File: src/sv/pamf_pkg.sv
`timescale 1ns / 1ps
// Shared constants of the period-averaging frequency meter: field widths,
// operation and register index codes, and register reset values. No dependencies.
package pamf_pkg;

    localparam int CAPTURE_W  = 16;
    localparam int MS_W       = 16;
    localparam int FACTOR_W   = 40;
    localparam int QUOT_W     = 32;
    localparam int CFG_IDX_W  = 3;
    localparam int CFG_DATA_W = 40;

    // Item operation codes.
    localparam logic OP_TICK = 1'b0;
    localparam logic OP_EDGE = 1'b1;

    // Configuration register indexes.
    localparam logic [CFG_IDX_W-1:0] CFG_MIN_PERIOD      = 3'd0;
    localparam logic [CFG_IDX_W-1:0] CFG_MAX_PERIOD      = 3'd1;
    localparam logic [CFG_IDX_W-1:0] CFG_MILLIHZ_FACTOR  = 3'd2;
    localparam logic [CFG_IDX_W-1:0] CFG_EDGE_TIMEOUT    = 3'd3;
    localparam logic [CFG_IDX_W-1:0] CFG_UPDATE_INTERVAL = 3'd4;
    localparam logic [CFG_IDX_W-1:0] CFG_STARTUP_HOLD    = 3'd5;

    // Register values after reset.
    localparam logic [CAPTURE_W-1:0] RST_MIN_PERIOD      = 16'd18182;
    localparam logic [CAPTURE_W-1:0] RST_MAX_PERIOD      = 16'd22222;
    localparam logic [FACTOR_W-1:0]  RST_MILLIHZ_FACTOR  = 40'd1000000000;
    localparam logic [MS_W-1:0]      RST_EDGE_TIMEOUT    = 16'd100;
    localparam logic [MS_W-1:0]      RST_UPDATE_INTERVAL = 16'd500;
    localparam logic [MS_W-1:0]      RST_STARTUP_HOLD    = 16'd6000;

    localparam logic [MS_W-1:0] MS_SAT = '1;

endpackage

File: src/sv/pamf_div.sv
`timescale 1ns / 1ps
// Restoring divider for the frequency meter: one quotient bit per cycle with
// saturation to 32 bits detected up front. Depends on pamf_pkg.
module pamf_div
    import pamf_pkg::*;
#(
    parameter int NUM_W = 49,
    parameter int DEN_W = 24
) (
    input  logic              i_clk,
    input  logic              i_rst_n,
    input  logic              i_start,
    input  logic [NUM_W-1:0]  i_numerator,
    input  logic [DEN_W-1:0]  i_denominator,
    output logic              o_done,
    output logic [QUOT_W-1:0] o_quotient
);

    localparam int HI_W  = NUM_W - QUOT_W;
    localparam int CMP_W = (HI_W > DEN_W) ? HI_W : DEN_W;
    localparam int CNT_W = $clog2(QUOT_W);

    logic              r_busy;
    logic              r_done;
    logic [CNT_W-1:0]  r_cnt;
    logic [DEN_W-1:0]  r_rem;
    logic [DEN_W-1:0]  r_den;
    logic [QUOT_W-1:0] r_quot;

    logic [HI_W-1:0]   num_hi;
    logic              sat;
    logic [DEN_W:0]    trial;
    logic [DEN_W:0]    diff;
    logic              ge;

    always_comb begin
        num_hi = i_numerator[NUM_W-1:QUOT_W];
        // The quotient overflows 32 bits exactly when the upper part of the
        // numerator is not below the divisor.
        sat    = CMP_W'(num_hi) >= CMP_W'(i_denominator);
        trial  = {r_rem, r_quot[QUOT_W-1]};
        ge     = trial >= {1'b0, r_den};
        diff   = trial - {1'b0, r_den};
    end

    always_ff @(posedge i_clk) begin
        if (!i_rst_n) begin
            r_busy <= 1'b0;
            r_done <= 1'b0;
            r_cnt  <= '0;
        end else begin
            r_done <= 1'b0;
            if (i_start) begin
                r_cnt  <= '0;
                r_busy <= !sat;
                r_done <= sat;
            end else if (r_busy) begin
                r_cnt <= r_cnt + 1'b1;
                if (r_cnt == CNT_W'(QUOT_W - 1)) begin
                    r_busy <= 1'b0;
                    r_done <= 1'b1;
                end
            end
        end
    end

    always_ff @(posedge i_clk) begin
        if (i_start) begin
            r_den <= i_denominator;
            if (sat) begin
                r_quot <= '1;
            end else begin
                r_rem  <= DEN_W'(num_hi);
                r_quot <= i_numerator[QUOT_W-1:0];
            end
        end else if (r_busy) begin
            r_rem  <= ge ? diff[DEN_W-1:0] : trial[DEN_W-1:0];
            r_quot <= {r_quot[QUOT_W-2:0], ge};
        end
    end

    assign o_done     = r_done;
    assign o_quotient = r_quot;

endmodule

File: config.mk
export PLATFORM = sky130hd
export DESIGN_NAME = pamf_div
export DESIGN_NICKNAME = d
export VERILOG_FILES = /design/src/sv/pamf_pkg.sv /design/src/sv/pamf_div.sv
export SDC_FILE = /design/constraint.sdc
export NUM_CORES = 1
export LEC_CHECK = 0
export BUFFER_PORTS_ARGS = -buffer_cell sky130_fd_sc_hd__buf_2
export CORE_MARGIN = 2
export CORE_UTILIZATION = 25
export DETAILED_ROUTE_END_ITERATION = 8
export SYNTH_ARGS = -nofsm -noshare
export SYNTH_HDL_FRONTEND = slang
export SYNTH_SLANG_ARGS = --single-unit
File: constraint.sdc
create_clock -name i_clk -period 4.42 [get_ports i_clk]
set_clock_uncertainty 0.15 [all_clocks]
set_input_delay 1.326 -clock i_clk [delete_from_list [all_inputs] [get_ports i_clk]]
set_output_delay 1.326 -clock i_clk [all_outputs]
set_load 0.01 [all_outputs]
==> results.ini <==
[synthesis]
synth-main-ff-cell=edfxtp_1
synth_edf_count=80
ys_warn_count=0
ys_seq_area_frac=0.458
synth.distinct_cells=58
synth_top_area_cell=edfxtp_1
synthDominantCellAreaShare=0.433
syn_nets=640
synthArstFlopShare=0
yosys-top-cells-area=edfxtp_1, ha_1, mux2i_1, o21ai_0, inv_1
syn_inst=520
syn_area_sq_um=5550
synth-seq-cells=87
postSynthAreaPerCell_sq_um=10.7

[critical_path]
crit_chain=buf_2, inv_1, ha_1, nand2b_1, a21o_1, a21o_1, a21oi_1, o21ai_1, a221o_1, a31oi_2, buf_4, o21ai_0
crit_buf_inv=3
cp.required_ns=4.35
cp-end-kind=flop
arrival_ns=3.51
cp_common_cell=a21o_1
critPathKind=in2reg
crit_slowest_cell=a221o_1
cp_max_fo=33
crit_path_max_incr_delay_ns=0.37
cpLargestDelayFamily=compound AO/OA/AOI/OAI gates
worstSetupStartpointType=input port

[timing]
hold_viol_final=0
setup-violations-final=0
worst_slew_pin_slew_ns=0.692
finalCritPeriodShare=0.811
slew_headroom=0.539
rsz0062_at_grt=no
fin_crit_ns=3.58
maxSlewViolCount=0
max_freq_mhz=279
fin_setup_tns_ns=0
whs_ns=0.352
setup_slack_ns=0.835

[layout]
multi_input_area_sq_um=2710
nNetsFinal=745
fillers=2243
final_area_sq_um=6730
drive_above_1_share=0.246
area_growth_pct=21.1
seq_area_sq_um=2540

[floorplan]
start_util=0.254
die_w_um=153
pin_count=109
die_h_um=153
rows=54
core_area_sq_um=21800
dieArea_sq_um=23400

[routing]
ant_nets=0
routed_via_density=4.64
drtIter0Drc=191
vias=4224
detail_route.wl_per_cell_um=14.5
dr.pass1.iters=4
routed_wl_mm=13.2
drc_errors=0

[power]
vdd_drop_max_v=0.000190
leakagePower_nw=3.02
p_per_area_nw_per_um2=500
power.total_mw=3.36

[clocking]
cts_buffers=9
clkSinkCount=87
post_cts_buffers=0
cts_root_buf=clkbuf_16
cts_tree=done
clock_path_buffers=2
clk_latency_ns=0.35
htree_levels=3
cts.clk_slew.worst_paths_ns=0.07
cts_resized=0
cts_hold_buf=0

[placement]
io_buffers=108
pre_cts_ws_ns=0.479
place_area_sq_um=6420
dp_hpwl_mm=10.0
gp_congestion=0.802

[grt]
gr-total-overflow=0
antenna_found_initial=2
grt_pass1_wl_mm=21.9
grt_pass1_vias=4265
grt_max_degree=57
grt_usage=0.115

[worst_hold_path]
min_path_type=reg2reg

[flow_run]
cap_violations=0

[run_status]
status=complete, no violations

## cell type report
type | instances | area share
Antenna cell | 1 | 0.000372
Clock buffer | 12 | 0.0396
Clock inverter | 4 | 0.00521
Inverter | 51 | 0.0285
Multi-Input combinational cell | 359 | 0.404
Sequential cell | 87 | 0.378
Tap cell | 280 | 0.0521
Timing Repair Buffer | 117 | 0.0927
## cells by family after synthesis
| group | count (synthesis) | synth area share |
|---|---|---|
| buf+inv | 74 | 0.0548 |
| simple gates | 102 | 0.0913 |
| xor+xnor | 22 | 0.0347 |
| compound gates | 134 | 0.154 |
| mux | 57 | 0.106 |
| flops | 87 | 0.458 |
| fa+ha+maj | 44 | 0.101 |
## layer usage
layer | up-vias | track usage | share of wire
li1 | 2111 | - | -
met1 | 1988 | 0.142 | 0.44
met5 | - | 0 | 0
met2 | 104 | 0.197 | 0.49
met3 | 21 | 0.0323 | 0.055
met4 | 0 | 0.0317 | 0.015
## worst register-to-register path, stage by stage, from the launching register on
cell,delay [ns]
edfxtp_1,0.40
inv_1,0.06
ha_1,0.28
nor2b_1,0.18
o2111ai_1,0.16
and2_1,0.23
o21ai_2,0.23
a31o_4,0.23
a41oi_4,0.19
nor2_4,0.28
buf_4,0.28
mux2_1,0.36
mux2_2,0.26
## state kept, by name, indices dropped and copies added, names as in the netlist
signal / count
o_quotient: 32
r_den: 24
r_busy: 1
r_cnt: 5
o_done: 1
r_rem: 24
## power breakdown
group          leakage (nW)  switching (mW)  internal [mW]  total, mW
Sequential            0.861          0.0760           1.08       1.16
Clock                 0.152           0.338          0.435      0.773
Combinational          2.01           0.780          0.652       1.43
## placed cells by master, fill, tap and decap left out, types with 3 or more instances in the layout
cell type,synthesis,routed
nand3_1,3,3
dfxtp_1,7,7
mux2_1,3,3
clkbuf_16,0,9
o21ai_1,14,14
and3_1,4,4
xor2_1,7,7
mux2_2,5,5
o21a_1,3,3
mux2i_1,47,47
buf_2,3,107
nand4_1,7,7
edfxtp_1,80,80
nor2b_1,5,4
buf_4,0,9
nor2_1,24,24
a21o_1,17,17
xnor2_1,15,15
inv_1,51,51
nand2b_1,8,8
ha_1,43,43
o21ai_0,40,40
clkbuf_8,0,3
a21oi_1,30,30
nand2_1,33,33
a211oi_1,4,4
nor3_1,6,6
## cell usage after synthesis (4+ instances only)
| master | count |
|---|---|
| and3_1 | 4 |
| nand4_1 | 7 |
| ha_1 | 43 |
| dfxtp_1 | 7 |
| nor3_1 | 6 |
| clkbuf_1 | 16 |
| a211oi_1 | 4 |
| nand2_1 | 33 |
| mux2i_1 | 47 |
| nor2b_1 | 5 |
| xor2_1 | 7 |
| inv_1 | 51 |
| a21oi_1 | 30 |
| nand2b_1 | 8 |
| o21ai_0 | 40 |
| a21o_1 | 17 |
| nor2_1 | 24 |
| xnor2_1 | 15 |
| edfxtp_1 | 80 |
| mux2_2 | 5 |
| o21ai_1 | 14 |
## worst paths after layout
kind / cells after the start / endpoint / slack, ns / start
worst min register to register: 2 / r_cnt[4] / 0.35 / r_cnt[4]
worst max-delay path: 12 / o_quotient[7] / 0.84 / i_numerator[32]
worst max register to register: 12 / r_rem[3] / 0.88 / r_den[1]
worst min-delay path: 2 / r_cnt[4] / 0.35 / r_cnt[4]
## through the flow
step / cells / util
after floorplan: 520 / -
after global placement: 894 / 0.294
after detailed placement: 894 / 0.294
after CTS: 910 / 0.308
after global routing: 910 / 0.308
final: 911 / 0.308
No activity file was read; power rests on OpenSTA's default activity.
